==> config.mk <==
export PLATFORM = sky130hd
export DESIGN_NAME = laser_blank_inserter
export DESIGN_NICKNAME = d
export VERILOG_FILES = /design/src/lbi_pkg.sv /design/src/lbi_ctrl.sv /design/src/lbi_datapath.sv /design/src/laser_blank_inserter.sv
export VERILOG_INCLUDE_DIRS = /design/src /design/src/src
export SDC_FILE = /design/constraint.sdc
export NUM_CORES = 1
export LEC_CHECK = 0
export BUFFER_PORTS_ARGS = -buffer_cell sky130_fd_sc_hd__buf_2
export CORE_MARGIN = 3
export CORE_UTILIZATION = 40
export DETAILED_ROUTE_END_ITERATION = 7
export SLEW_MARGIN = 0
export SYNTH_ARGS = -nofsm -noshare
export SYNTH_HDL_FRONTEND = slang
export SYNTH_SLANG_ARGS = --single-unit
==> constraint.sdc <==
create_clock -name i_clk -period 19.8 [get_ports i_clk]
set_input_delay 1.98 -clock i_clk [delete_from_list [all_inputs] [get_ports i_clk]]
set_output_delay 1.98 -clock i_clk [all_outputs]
set_load 0.01 [all_outputs]
==> src/assert_macros.svh <==
// ----------------------------------------------------------------------------
// assert_macros.svh
// Assertion helpers, clocked on i_clk and disabled while i_rst_n is low.
// ----------------------------------------------------------------------------
`ifndef ASSERT_MACROS_SVH
`define ASSERT_MACROS_SVH
`ifndef NO_ASSERTIONS
// expression holds at every clock edge out of reset
`define ASSERT_ALWAYS(lbl, expr, msg) \
    lbl: assert property (@(posedge i_clk) disable iff (!i_rst_n) (expr)) else $error(msg);
// antecedent implies consequent in the same cycle
`define ASSERT_IMPLY(lbl, ante, cons, msg) \
    lbl: assert property (@(posedge i_clk) disable iff (!i_rst_n) (ante) |-> (cons)) \
        else $error(msg);
`else
`define ASSERT_ALWAYS(lbl, expr, msg)
`define ASSERT_IMPLY(lbl, ante, cons, msg)
`endif
`endif

==> src/lbi_pkg.sv <==
// ----------------------------------------------------------------------------
// lbi_pkg
// Shared types and constants of the laser blank inserter.
// ----------------------------------------------------------------------------
package lbi_pkg;

    // register indexes of the configuration port
    localparam logic [1:0] CFG_PRE_BLANKS  = 2'd0;
    localparam logic [1:0] CFG_POST_BLANKS = 2'd1;
    localparam logic [1:0] CFG_MIN_DIST    = 2'd2;

    // register reset values and limits
    localparam logic [3:0]  PRE_RESET  = 4'd3;
    localparam logic [4:0]  POST_RESET = 5'd16;
    localparam logic [15:0] DIST_RESET = 16'd50;
    localparam logic [3:0]  PRE_MAX    = 4'd8;
    localparam logic [4:0]  POST_MAX   = 5'd24;

    // mirror travel covered by one slew copy (full scale / 20)
    localparam logic [15:0] SLEW_STEP = 16'd3276;

    // item command codes
    localparam logic CMD_POINT = 1'b0;
    localparam logic CMD_EOF   = 1'b1;

    // controller to datapath
    typedef struct packed {
        logic accept;
        logic emit_lit;
        logic start_run;
        logic emit_pre;
        logic emit_slew;
        logic emit_post;
        logic last;
    } t_dp_cmd;

    // datapath to controller
    typedef struct packed {
        logic in_lit;
        logic run_req;
        logic pre_zero;
        logic post_zero;
        logic cnt_last;
        logic slew_last;
        logic slot_free;
    } t_dp_status;

endpackage

==> src/lbi_ctrl.sv <==
// ----------------------------------------------------------------------------
// lbi_ctrl
// Sequencer: accepts words and steps through the pre, slew and post phases
// of a blanking run.
// ----------------------------------------------------------------------------
module lbi_ctrl (
    input  logic               i_clk,
    input  logic               i_rst_n,
    input  logic               i_in_valid,
    input  lbi_pkg::t_dp_status i_status,
    output logic               o_in_ready,
    output lbi_pkg::t_dp_cmd   o_cmd
);
    import lbi_pkg::*;

    typedef enum logic [3:0] {
        ST_IDLE = 4'b0001,
        ST_PRE  = 4'b0010,
        ST_SLEW = 4'b0100,
        ST_POST = 4'b1000
    } t_state;

    t_state r_state;
    t_state n_state;

    // next state and commands
    always_comb begin
        n_state    = r_state;
        o_cmd      = '0;
        o_in_ready = 1'b0;
        unique case (r_state)
            ST_IDLE: begin
                o_in_ready = i_status.slot_free;
                if (i_in_valid && i_status.slot_free) begin
                    o_cmd.accept = 1'b1;
                    if (i_status.in_lit) begin
                        o_cmd.emit_lit = 1'b1;
                        o_cmd.last     = 1'b1;
                    end else if (i_status.run_req) begin
                        o_cmd.start_run = 1'b1;
                        n_state = i_status.pre_zero ? ST_SLEW : ST_PRE;
                    end
                end
            end
            ST_PRE: begin
                if (i_status.slot_free) begin
                    o_cmd.emit_pre = 1'b1;
                    if (i_status.cnt_last) begin
                        n_state = ST_SLEW;
                    end
                end
            end
            ST_SLEW: begin
                if (i_status.slot_free) begin
                    o_cmd.emit_slew = 1'b1;
                    if (i_status.slew_last) begin
                        o_cmd.last = i_status.post_zero;
                        n_state    = i_status.post_zero ? ST_IDLE : ST_POST;
                    end
                end
            end
            ST_POST: begin
                if (i_status.slot_free) begin
                    o_cmd.emit_post = 1'b1;
                    if (i_status.cnt_last) begin
                        o_cmd.last = 1'b1;
                        n_state    = ST_IDLE;
                    end
                end
            end
            default: n_state = ST_IDLE;
        endcase
    end

    // state register
    always_ff @(posedge i_clk) begin
        if (!i_rst_n) begin
            r_state <= ST_IDLE;
        end else begin
            r_state <= n_state;
        end
    end

endmodule

==> src/lbi_datapath.sv <==
// ----------------------------------------------------------------------------
// lbi_datapath
// Position state, configuration registers, run counters and output register.
// ----------------------------------------------------------------------------
module lbi_datapath (
    input  logic                i_clk,
    input  logic                i_rst_n,
    // configuration writes
    input  logic                i_cfg_we,
    input  logic [1:0]          i_cfg_index,
    input  logic [15:0]         i_cfg_data,
    // input word fields
    input  logic                i_command,
    input  logic signed [15:0]  i_pos_x,
    input  logic signed [15:0]  i_pos_y,
    input  logic [15:0]         i_red,
    input  logic [15:0]         i_green,
    input  logic [15:0]         i_blue,
    // output side
    input  logic                i_out_ready,
    output logic                o_out_valid,
    output logic signed [15:0]  o_out_x,
    output logic signed [15:0]  o_out_y,
    output logic [15:0]         o_out_red,
    output logic [15:0]         o_out_green,
    output logic [15:0]         o_out_blue,
    output logic                o_last_of_run,
    // controller link
    input  lbi_pkg::t_dp_cmd    i_cmd,
    output lbi_pkg::t_dp_status o_status
);
    import lbi_pkg::*;

    // configuration
    logic [3:0]  r_pre_blanks;
    logic [4:0]  r_post_blanks;
    logic [15:0] r_min_dist;

    // frame state
    logic signed [15:0] r_prev_x;
    logic signed [15:0] r_prev_y;
    logic               r_prev_unlit;
    logic               r_frame_has_output;

    // run state
    logic signed [15:0] r_dep_x;
    logic signed [15:0] r_dep_y;
    logic signed [15:0] r_tgt_x;
    logic signed [15:0] r_tgt_y;
    logic [15:0]        r_rem;
    logic [4:0]         r_cnt;

    // output register
    logic               r_out_valid;
    logic signed [15:0] r_out_x;
    logic signed [15:0] r_out_y;
    logic [15:0]        r_out_red;
    logic [15:0]        r_out_green;
    logic [15:0]        r_out_blue;
    logic               r_out_last;

    logic               w_eof;
    logic               w_lit;
    logic signed [15:0] w_tgt_x;
    logic signed [15:0] w_tgt_y;
    logic signed [16:0] w_dx;
    logic signed [16:0] w_dy;
    logic [15:0]        w_adx;
    logic [15:0]        w_ady;
    logic [15:0]        w_dist;
    logic               w_need_run;
    logic [3:0]         w_pre;
    logic [4:0]         w_post;
    logic               w_emit;

    // decode the input word
    assign w_eof   = (i_command == CMD_EOF);
    assign w_lit   = !w_eof && ((i_red | i_green | i_blue) != 16'd0);
    assign w_tgt_x = w_eof ? 16'sd0 : i_pos_x;
    assign w_tgt_y = w_eof ? 16'sd0 : i_pos_y;

    // Chebyshev distance from the last position
    assign w_dx  = {r_prev_x[15], r_prev_x} - {w_tgt_x[15], w_tgt_x};
    assign w_dy  = {r_prev_y[15], r_prev_y} - {w_tgt_y[15], w_tgt_y};
    assign w_adx = w_dx[16] ? 16'(-w_dx) : w_dx[15:0];
    assign w_ady = w_dy[16] ? 16'(-w_dy) : w_dy[15:0];
    assign w_dist     = (w_adx > w_ady) ? w_adx : w_ady;
    assign w_need_run = (w_dist > r_min_dist);

    // saturate the copy counts
    assign w_pre  = (r_pre_blanks > PRE_MAX) ? PRE_MAX : r_pre_blanks;
    assign w_post = (r_post_blanks > POST_MAX) ? POST_MAX : r_post_blanks;

    assign w_emit = i_cmd.emit_lit | i_cmd.emit_pre | i_cmd.emit_slew | i_cmd.emit_post;

    // status to the controller
    always_comb begin
        o_status.in_lit    = w_lit;
        o_status.run_req   = w_eof ? (r_frame_has_output && w_need_run)
                                   : (!w_lit && !r_prev_unlit && w_need_run);
        o_status.pre_zero  = (w_pre == 4'd0);
        o_status.post_zero = (w_post == 5'd0);
        o_status.cnt_last  = (r_cnt == 5'd1);
        o_status.slew_last = (r_rem <= SLEW_STEP);
        o_status.slot_free = !r_out_valid || i_out_ready;
    end

    // write configuration registers, drop unknown indexes
    always_ff @(posedge i_clk) begin
        if (!i_rst_n) begin
            r_pre_blanks  <= PRE_RESET;
            r_post_blanks <= POST_RESET;
            r_min_dist    <= DIST_RESET;
        end else if (i_cfg_we) begin
            unique case (i_cfg_index)
                CFG_PRE_BLANKS:  r_pre_blanks  <= i_cfg_data[3:0];
                CFG_POST_BLANKS: r_post_blanks <= i_cfg_data[4:0];
                CFG_MIN_DIST:    r_min_dist    <= i_cfg_data;
                default: ;
            endcase
        end
    end

    // update the frame state on each accepted end-of-frame, lit or run-starting word
    always_ff @(posedge i_clk) begin
        if (!i_rst_n) begin
            r_prev_x           <= '0;
            r_prev_y           <= '0;
            r_prev_unlit       <= 1'b0;
            r_frame_has_output <= 1'b0;
        end else if (i_cmd.accept) begin
            if (w_eof) begin
                r_prev_x           <= '0;
                r_prev_y           <= '0;
                r_prev_unlit       <= 1'b0;
                r_frame_has_output <= 1'b0;
            end else if (w_lit || i_cmd.start_run) begin
                r_prev_x           <= i_pos_x;
                r_prev_y           <= i_pos_y;
                r_prev_unlit       <= !w_lit;
                r_frame_has_output <= 1'b1;
            end
        end
    end

    // run endpoints, remaining slew distance and copy counter
    always_ff @(posedge i_clk) begin
        if (i_cmd.start_run) begin
            r_dep_x <= r_prev_x;
            r_dep_y <= r_prev_y;
            r_tgt_x <= w_tgt_x;
            r_tgt_y <= w_tgt_y;
            r_rem   <= w_dist;
            r_cnt   <= {1'b0, w_pre};
        end else if (i_cmd.emit_pre || i_cmd.emit_post) begin
            r_cnt <= r_cnt - 5'd1;
        end else if (i_cmd.emit_slew) begin
            if (r_rem <= SLEW_STEP) begin
                r_rem <= '0;
                r_cnt <= w_post;
            end else begin
                r_rem <= r_rem - SLEW_STEP;
            end
        end
    end

    // output valid flag
    always_ff @(posedge i_clk) begin
        if (!i_rst_n) begin
            r_out_valid <= 1'b0;
        end else if (w_emit) begin
            r_out_valid <= 1'b1;
        end else if (i_out_ready) begin
            r_out_valid <= 1'b0;
        end
    end

    // load the output word
    always_ff @(posedge i_clk) begin
        if (w_emit) begin
            r_out_last <= i_cmd.last;
            if (i_cmd.emit_lit) begin
                r_out_x     <= i_pos_x;
                r_out_y     <= i_pos_y;
                r_out_red   <= i_red;
                r_out_green <= i_green;
                r_out_blue  <= i_blue;
            end else begin
                r_out_x     <= i_cmd.emit_pre ? r_dep_x : r_tgt_x;
                r_out_y     <= i_cmd.emit_pre ? r_dep_y : r_tgt_y;
                r_out_red   <= '0;
                r_out_green <= '0;
                r_out_blue  <= '0;
            end
        end
    end

    assign o_out_valid   = r_out_valid;
    assign o_out_x       = r_out_x;
    assign o_out_y       = r_out_y;
    assign o_out_red     = r_out_red;
    assign o_out_green   = r_out_green;
    assign o_out_blue    = r_out_blue;
    assign o_last_of_run = r_out_last;

endmodule

==> src/laser_blank_inserter.sv <==
// An accepted lit word is loaded into the output register as it is accepted.
// Lit points and dropped words: one per cycle while the output register can take a word.
// Blanking run: pre + ceil(distance / 3276) + post copies (at most 53), one per cycle
// while the output register can take a word; input is held off meanwhile.
// Reset (synchronous, active low): position home, registers 3 / 16 / 50.
// ----------------------------------------------------------------------------
// laser_blank_inserter
// Inserts blanking runs between laser scanner points of a frame.
// ----------------------------------------------------------------------------
`include "assert_macros.svh"
module laser_blank_inserter (
    input  logic        i_clk,
    input  logic        i_rst_n,
    // configuration write channel
    input  logic        i_cfg_valid,
    output logic        o_cfg_ready,
    input  logic [1:0]  i_cfg_index,
    input  logic [15:0] i_cfg_data,
    // input word
    input  logic        i_s_axis_tvalid,
    output logic        o_s_axis_tready,
    input  logic [79:0] i_s_axis_tdata,   // pos_x, pos_y, red, green, blue
    input  logic        i_s_axis_tuser,   // command
    // output word
    output logic        o_m_axis_tvalid,
    input  logic        i_m_axis_tready,
    output logic [79:0] o_m_axis_tdata,   // out_x, out_y, out_red, out_green, out_blue
    output logic        o_m_axis_tlast    // last_of_run
);
    import lbi_pkg::*;

    t_dp_cmd            w_cmd;
    t_dp_status         w_status;
    logic signed [15:0] w_out_x;
    logic signed [15:0] w_out_y;
    logic [15:0]        w_out_red;
    logic [15:0]        w_out_green;
    logic [15:0]        w_out_blue;

    // configuration is always taken
    assign o_cfg_ready = 1'b1;

    lbi_ctrl u_ctrl (
        .i_clk      (i_clk),
        .i_rst_n    (i_rst_n),
        .i_in_valid (i_s_axis_tvalid),
        .i_status   (w_status),
        .o_in_ready (o_s_axis_tready),
        .o_cmd      (w_cmd)
    );

    lbi_datapath u_datapath (
        .i_clk         (i_clk),
        .i_rst_n       (i_rst_n),
        .i_cfg_we      (i_cfg_valid),
        .i_cfg_index   (i_cfg_index),
        .i_cfg_data    (i_cfg_data),
        .i_command     (i_s_axis_tuser),
        .i_pos_x       (i_s_axis_tdata[15:0]),
        .i_pos_y       (i_s_axis_tdata[31:16]),
        .i_red         (i_s_axis_tdata[47:32]),
        .i_green       (i_s_axis_tdata[63:48]),
        .i_blue        (i_s_axis_tdata[79:64]),
        .i_out_ready   (i_m_axis_tready),
        .o_out_valid   (o_m_axis_tvalid),
        .o_out_x       (w_out_x),
        .o_out_y       (w_out_y),
        .o_out_red     (w_out_red),
        .o_out_green   (w_out_green),
        .o_out_blue    (w_out_blue),
        .o_last_of_run (o_m_axis_tlast),
        .i_cmd         (w_cmd),
        .o_status      (w_status)
    );

    // pack the output word
    assign o_m_axis_tdata = {w_out_blue, w_out_green, w_out_red, w_out_y, w_out_x};

    // at most one word is loaded into the output register per cycle
    `ASSERT_ALWAYS(a_one_emit,
                   $onehot0({w_cmd.emit_lit, w_cmd.emit_pre, w_cmd.emit_slew, w_cmd.emit_post}),
                   "several emits in one cycle")
    // input is only taken when the output register can take a word
    `ASSERT_IMPLY(a_ready_slot, o_s_axis_tready, !o_m_axis_tvalid || i_m_axis_tready,
                  "input ready with output full")
    // no input is taken while a blanking run is in progress
    `ASSERT_IMPLY(a_run_stalls, w_cmd.emit_pre || w_cmd.emit_slew || w_cmd.emit_post,
                  !o_s_axis_tready, "input ready during run")
    // a started run never flags its end on the accepting cycle
    `ASSERT_IMPLY(a_start_no_last, w_cmd.start_run, !w_cmd.last && !w_cmd.emit_lit,
                  "run start marked last")

endmodule

==> results of run 1 <==
-- cells in the mapped netlist, drive strengths merged (16+ instances only) --
| master | number | area, sq um |
|---|---|---|
| a21oi | 54 | 270 |
| and2 | 60 | 378 |
| clkbuf | 41 | 154 |
| dfxtp | 65 | 1300 |
| edfxtp | 165 | 4950 |
| ha | 71 | 888 |
| inv | 86 | 323 |
| mux2i | 84 | 841 |
| nand2 | 134 | 503 |
| nand3 | 22 | 110 |
| nor2 | 53 | 199 |
| nor2b | 54 | 338 |
| nor3 | 27 | 135 |
| nor4 | 17 | 113 |
| o21a | 16 | 120 |
| o21ai | 76 | 384 |
| or3 | 21 | 136 |
| xnor2 | 34 | 298 |
| xor2 | 21 | 184 |
-- cell families (layout without fill, tap and decap cells) --
logic type,Yosys count,count (layout),share of synthesized area
AND/OR/NAND/NOR,445,445,0.177
flip-flops,230,230,0.473
other,1,1,0.000283
AO/OA/AOI/OAI,261,261,0.135
buffers and inverters,140,331,0.0417
XOR/XNOR,55,55,0.0364
adder cells (fa/ha/maj),73,73,0.0702
multiplexers,88,88,0.0669
-- how the worst max path moves through the flow --
stage / start / endpoint / cells past startpoint
3_5_place_dp: i_s_axis_tuser / u_datapath.r_dep_y[11] / 30
2_1_floorplan: i_s_axis_tuser / u_datapath.r_cnt[3] / 30
5_1_grt: i_s_axis_tuser / u_datapath.r_dep_y[14] / 30
3_3_place_gp: i_s_axis_tuser / u_datapath.r_dep_y[11] / 30
6_report: i_s_axis_tuser / u_datapath.r_dep_y[14] / 30
4_1_cts: i_s_axis_tuser / u_datapath.r_tgt_y[10] / 30
-- per-stage QoR --
step	total power [mW]	utilization	cells	setup slack (ns)
after global routing	1.96	0.480	1919	8.97
after detailed placement	1.40	0.455	1871	9.13
final	1.84	0.480	1919	9.68
after CTS	1.85	0.480	1919	9.68
after floorplan	1.18	-	1293	9.83
after global placement	1.39	0.455	1871	9.26
-- critical path, delay by kind of cell --
kind            cells  cell delay (ns)
buf+inv             8             2.57
compound gates     10             2.32
simple gates        7             1.54
fa+ha+maj           3             1.06
mux                 2             0.78
-- report_power, final --
group          internal, mW  switching, mW  total [mW]
Clock                 0.258          0.191       0.449
Combinational         0.318          0.474       0.792
Sequential            0.580         0.0182       0.599
-- layout make-up --
type	count	area share
Timing Repair Buffer	197	0.0659
Clock inverter	15	0.00708
Clock buffer	33	0.0447
Inverter	86	0.0210
Tap cell	435	0.0354
Sequential cell	230	0.407
Multi-Input combinational cell	923	0.419
-- registers in the layout (all words and copies together), names as in the netlist, 4 cells and up --
name	count
u_datapath.o_out_blue	16
u_datapath.o_out_green	16
u_datapath.o_out_red	16
u_datapath.o_out_x	16
u_datapath.o_out_y	16
u_datapath.r_dep_x	16
u_datapath.r_dep_y	16
u_datapath.r_min_dist	16
u_datapath.r_prev_x	16
u_datapath.r_prev_y	16
u_datapath.r_rem	16
u_datapath.r_tgt_x	16
u_datapath.r_tgt_y	16
u_datapath.r_cnt	5
u_datapath.r_post_blanks	5
u_ctrl.r_state	4
u_datapath.r_pre_blanks	4
-- metal layers --
| metal | vias to the layer above | global-route usage |
|---|---|---|
| li1 | 5024 | - |
| met1 | 4643 | 0.236 |
| met2 | 294 | 0.295 |
| met3 | 51 | 0.0271 |
| met4 | 0 | 0.0505 |
| met5 | - | 0 |
==> results.tsv, run 1 <==
metric	value	unit
status	complete, no violations	
syn_nets	1470	
die-width	188	microns
maxSlewViolCount	0	
synthArstFlopShare	0	
fill_cells	3060	
antenna_found_initial	0	
layout-drive-gt1-share	0.183	
cp_max_fo	44	
ys_warn_count	0	
fin_tns_setup	0	ns
hold_class	reg2reg	
area_delta_synth_final	16.2	%
synth_cell_types	86	
ctsResizeCount	0	
wirelength	31700	microns
io_pins	188	
final_common_cell	buf_2	
fmax	98.8	MHz
skew	0.00930	ns
rsz0062_at_grt	no	
post_cts_buffers	0	
end_kind	flop	
multi_input_area	0.00644	sq mm
firstDrtPassIters	5	
rows	65	
cts_tree	done	
r2r_slack	11.54	ns
critPathKind	in2reg	
cts.clk_slew.worst_paths	0.06	ns
routed_via_density	5.22	
cts.sinks	230	
root_buffer	clkbuf_16	
avgRoutedWirePerCell	16.5	microns
fin_area	0.0154	sq mm
crit_top_cell	buf_4	
layout_common_cells	buf_2, edfxtp_1, nand2_1	
cts_buffers	26	
crit_path_top_delay_cell	buf_4	
die_area	0.0353	sq mm
critical_path_required	19.97	ns
syn_area	0.0132	sq mm
syn_inst	1293	
min_from	u_datapath.r_prev_y[0]	
worst_pin_slew	1.05	ns
synth_ff_type	edfxtp_1	
hold_violations	0	
fin_hold_ws	0.457	ns
clockBufferDepth	3	
ys_ff_latch	230	
grt_max_degree	115	
ant_nets	0	
wl_met3	1900	microns
period_share	0.511	
regToRegStartpoint	u_datapath.r_prev_y[0]	
dieHeight	188	microns
r2r-end	u_datapath.r_dep_y[14]	
synth_edf_count	165	
cap_violations	0	
core	0.0320	sq mm
dp_hpwl	23600	microns
drt-met1-wl	14300	microns
nets	1641	
grt_overflow	0	
cp-start-kind	input pin	
seqCellArea	0.00626	sq mm
finalSetupViolCount	0	
drt_iter0_markers	592	
grt_pass1_wl	51100	microns
vdd_ir_drop_max	80.6	uV
gp_congestion	0.907	
top_layer_used	met4	
ys_seq_area_frac	0.473	
min_period	10.12	ns
met2_length	14600	microns
cp.arrival	10.29	ns
grt_use_total	0.175	
cts_max_level	1	
slew_headroom	0.302	
reg2regPathDepth	31	
start_util	0.413	
hold_depth	0	
p_leak	6.51	nW
synthesis.area_per_instance	10.2	sq um
grt_pass1_vias	9790	
cpPeakStageDelay	0.57	ns
whs_endpoint	u_datapath.r_dep_y[0]	
antenna_cells	0	
num_vias	10000	
drc	0	
place_area	0.0146	sq mm
powerDensity	120	mW/mm^2
portBuffers	186	
clkLatencyLatePin	0.54	ns
hold_buffers	0	
Power figures use the tool's default switching activity.
==> run 2, diff against run 1 <==
==> constraint.sdc (replaced) <==
create_clock -name i_clk -period 10.5 [get_ports i_clk]
set_input_delay 1.05 -clock i_clk [delete_from_list [all_inputs] [get_ports i_clk]]
set_output_delay 1.05 -clock i_clk [all_outputs]
set_load 0.01 [all_outputs]
==> results.tsv, run 2 (synthesis results as in run 1) <==
metric	value	unit
final_core_util	0.482	
nets	1640	
period_share	0.840	
io_pins	188	
maxSlewViolCount	0	
fin_tns_setup	0	ns
clockBufferDepth	3	
hold_depth	0	
grt_pass1_wl	50600	microns
crit_top_cell	inv_1	
root_buffer	clkbuf_16	
hold_violations	0	
ant_nets	0	
cp_max_fo	50	
dieHeight	188	microns
powerDensity	228	mW/mm^2
grt_use_total	0.174	
critical_path_required	10.70	ns
crit_path_top_delay_cell	o21ai_1	
gp_congestion	0.912	
critPathTopFamily	compound AO/OA/AOI/OAI gates	
cts_buffers	25	
ctsResizeCount	0	
min_from	u_datapath.r_prev_y[0]	
rsz0062_at_grt	no	
reg2regPathDepth	29	
cts_max_level	1	
portBuffers	186	
dp_hpwl	23600	microns
worst_pin_slew	1.13	ns
cp_num_buf_inv	8	
fmax	113	MHz
core	0.0320	sq mm
routed_via_density	5.20	
fin_hold_ws	0.462	ns
slew_headroom	0.245	
start_util	0.413	
final_common_cell	buf_2	
min_period	8.82	ns
cp.arrival	9.02	ns
wirelength	31900	microns
firstDrtPassIters	5	
clkLatencyLatePin	0.53	ns
cts_tree	done	
drc	0	
avgRoutedWirePerCell	16.6	microns
layout_common_cells	buf_2, edfxtp_1, nand2_1	
num_vias	9973	
cap_violations	0	
layout-drive-gt1-share	0.185	
cts.clk_slew.worst_paths	0.06	ns
cpPeakStageDelay	0.65	ns
status	complete, no violations	
area_delta_synth_final	16.7	%
grt_max_degree	115	
drt_iter0_markers	546	
end_kind	flop	
hold_buffers	0	
p_leak	6.54	nW
antenna_found_initial	0	
vdd_ir_drop_max	160	uV
die_area	0.0353	sq mm
cts.sinks	230	
cp-start-kind	input pin	
critPathKind	in2reg	
whs_endpoint	u_datapath.r_dep_y[0]	
r2r-end	u_datapath.r_dep_x[15]	
regToRegStartpoint	u_datapath.r_prev_x[0]	
grt_overflow	0	
finalSetupViolCount	0	
antenna_cells	0	
die-width	188	microns
grt_pass1_vias	9718	
post_cts_buffers	0	
p_total	3.52	mW
hold_class	reg2reg	
rows	65	
skew	0.0116	ns
r2r_slack	2.57	ns
run 2: cell count changes in the layout (fill, tap and decap cells not counted):
cell,before,now
clkinv_2,4,2
clkinv_1,7,3
clkinv_8,1,0
inv_6,0,1
buf_4,11,10
clkbuf_8,1,6
clkinv_4,1,0
clkbuf_1,6,5
bufinv_16,1,3
buf_12,0,1
clkbuf_16,26,25
run 2: layer usage:
| metal | up-vias | wire (microns) | GRT usage |
|---|---|---|---|
| met5 | - | 0 | 0 |
| met4 | 0 | 851 | 0.0462 |
| met3 | 44 | 1660 | 0.0294 |
| met2 | 232 | 14600 | 0.294 |
| met1 | 4679 | 14800 | 0.233 |
| li1 | 5018 | - | - |
run 2: cell type report:
class / count / area (sq um)
clock buffer: 36 / 727
multi-input combinational: 923 / 6440
clock inverter: 10 / 128
timing repair buffer: 197 / 1030
sequential: 230 / 6260
fill: 3076 / 16600
inverter: 86 / 323
tap: 435 / 544
run 2: how the worst max path moves through the flow:
| stage | cells past startpoint | slack, ns | to | startpoint |
|---|---|---|---|---|
| after floorplan | 30 | 1.46 | u_datapath.r_cnt[3] | i_s_axis_tuser |
| after global placement | 29 | 1.28 | u_datapath.r_dep_x[8] | i_s_axis_tuser |
| after detailed placement | 31 | 1.17 | u_datapath.r_tgt_x[8] | i_s_axis_tuser |
| after CTS | 31 | 1.69 | u_datapath.r_tgt_x[0] | i_s_axis_tuser |
| after global routing | 31 | 1.03 | u_datapath.r_tgt_x[9] | i_s_axis_tuser |
| final | 31 | 1.68 | u_datapath.r_dep_x[15] | i_s_axis_tuser |
run 2: worst register-to-register path, delay by kind of cell (launching register included):
kind                     cells  cell delay [ns]
AO/OA/AOI/OAI                8             2.09
AND/OR/NAND/NOR              8             1.64
adder cells (fa/ha/maj)      4             1.25
buffers and inverters        6             1.17
XOR/XNOR                     2             0.77
flip-flops                   1             0.32
multiplexers                 1             0.32
run 2: where the power goes:
group	switching, mW	total, mW	internal (mW)
clock	0.351	0.904	0.553
combinational	0.880	1.48	0.603
sequential	0.0347	1.13	1.09
run 2: metrics by stage:
stage / cell area (sq um) / std cells / setup slack, ns
2_1_floorplan: 13200 / 1293 / 1.46
3_3_place_gp: 14600 / 1871 / 1.28
3_5_place_dp: 14600 / 1871 / 1.17
4_1_cts: 15400 / 1917 / 1.69
5_1_grt: 15400 / 1917 / 1.03
6_report: 15400 / 1917 / 1.68
==> run 3, diff against run 2 <==
==> constraint.sdc (replaced) <==
create_clock -name i_clk -period 8.53 [get_ports i_clk]
set_input_delay 0.853 -clock i_clk [delete_from_list [all_inputs] [get_ports i_clk]]
set_output_delay 0.853 -clock i_clk [all_outputs]
set_load 0.01 [all_outputs]
==> results.tsv, run 3 (synthesis results as in run 1) <==
metric	value	unit
status	complete, no violations	
r2r-end	u_datapath.r_cnt[3]	
drc	0	
dp_hpwl	23500	microns
critical_path_required	8.79	ns
wirelength	31600	microns
portBuffers	186	
final_common_cell	buf_2	
nets	1652	
root_buffer	clkbuf_16	
critPathKind	in2reg	
routed_via_density	5.23	
min_period	7.84	ns
hold_class	reg2reg	
rsz0062_at_grt	no	
grt_overflow	0	
gp_congestion	0.893	
p_leak	6.61	nW
antenna_found_initial	0	
multi_input_area	0.00644	sq mm
start_util	0.413	
fmax	128	MHz
min_from	u_datapath.r_prev_y[15]	
powerDensity	283	mW/mm^2
maxSlewViolCount	0	
layout_common_cells	buf_2, edfxtp_1, nand2_1	
regToRegStartpoint	u_datapath.r_prev_y[0]	
cp_max_fo	32	
layout_setup_ws	0.690	ns
fin_tns_setup	0	ns
finalSetupViolCount	0	
whs_endpoint	u_datapath.r_dep_y[15]	
drt_iter0_markers	456	
die-width	188	microns
cp-start-kind	input pin	
grt_max_degree	115	
dieHeight	188	microns
seqCellArea	0.00626	sq mm
clkLatencyLatePin	0.52	ns
io_pins	188	
worst_pin_slew	1.07	ns
fill_cells	3085	
hold_violations	0	
grt_pass1_vias	9843	
post_cts_buffers	0	
critPathTopFamily	simple AND/OR/NAND/NOR gates	
grt_use_total	0.173	
cpPeakStageDelay	0.66	ns
cap_violations	0	
grt_pass1_wl	51000	microns
r2r_slack	1.11	ns
reg2regPathDepth	31	
period_share	0.919	
die_area	0.0353	sq mm
cts.sinks	230	
firstDrtPassIters	4	
ctsResizeCount	0	
num_vias	10100	
area_delta_synth_final	17.9	%
avgRoutedWirePerCell	16.4	microns
core	0.0320	sq mm
hold_buffers	0	
ant_nets	0	
cp.arrival	8.10	ns
cts_tree	done	
crit_path_top_delay_cell	or4_1	
end_kind	flop	
crit_top_cell	nor2_1	
skew	0.00952	ns
antenna_cells	0	
cts.clk_slew.worst_paths	0.06	ns
pre_cts_ws	0.197	ns
cts_buffers	27	
cts_max_level	1	
slew_headroom	0.287	
hold_depth	0	
rows	65	
layout-drive-gt1-share	0.191	
clockBufferDepth	3	
vdd_ir_drop_max	168	uV
cp_num_buf_inv	6	
run 3: changes by cell type in the layout (fill, tap and decap cells not counted), sizes merged:
cell      before  now
bufinv         3    4
buf          197  207
inv           87   86
clkinvlp       1    2
clkinv         5    7
run 3: area by class of cell:
cell class / instances / area share
timing repair buffer: 207 / 0.0730
inverter: 86 / 0.0209
clock inverter: 13 / 0.0111
clock buffer: 36 / 0.0461
multi-input combinational: 923 / 0.413
tap: 435 / 0.0349
sequential: 230 / 0.401
run 3: through the flow:
| step | instances | cell area [sq um] | util | total power [mW] | hold WS [ns] |
|---|---|---|---|---|---|
| after floorplan | 1293 | 13200 | - | 2.75 | 0.429 |
| after global placement | 1881 | 14700 | 0.459 | 3.26 | 0.442 |
| after detailed placement | 1881 | 14700 | 0.459 | 3.28 | 0.449 |
| after CTS | 1930 | 15600 | 0.487 | 4.46 | 0.464 |
| after global routing | 1930 | 15600 | 0.487 | 4.72 | 0.474 |
| final | 1930 | 15600 | 0.487 | 4.42 | 0.461 |
run 3: worst max-delay path by stage:
stage / slack (ns) / start / end / cells past startpoint
global placement: 0.34 / i_s_axis_tuser / u_datapath.r_cnt[3] / 32
CTS: 0.72 / i_s_axis_tuser / u_datapath.r_cnt[3] / 32
global route: 0.14 / i_s_axis_tuser / u_datapath.r_cnt[3] / 32
floorplan: 0.28 / i_s_axis_tuser / u_datapath.r_rem[1] / 31
finish: 0.69 / i_s_axis_tuser / u_datapath.r_cnt[3] / 32
detailed placement: 0.20 / i_s_axis_tuser / u_datapath.r_cnt[3] / 32
run 3: metal layers:
metal	track usage	vias to the layer above	routed length, microns
li1	-	5046	-
met1	0.236	4755	14900
met2	0.293	243	14500
met3	0.0262	45	1600
met4	0.0410	0	611
met5	0	-	0
run 3: power breakdown:
group | internal [mW] | total [mW] | leakage (nW) | switching [mW]
Sequential | 1.35 | 1.39 | 2.06 | 0.0423
Clock | 0.712 | 1.16 | 0.433 | 0.444
Combinational | 0.774 | 1.87 | 4.11 | 1.10
run 3: worst reg2reg max path: cells and delay by family, from the launching register on:
kind / cells / cell delay [ns]
simple gates: 12 / 2.98
compound gates: 9 / 1.71
flops: 1 / 0.32
buf+inv: 5 / 0.61
mux: 1 / 0.35
fa+ha+maj: 4 / 1.23
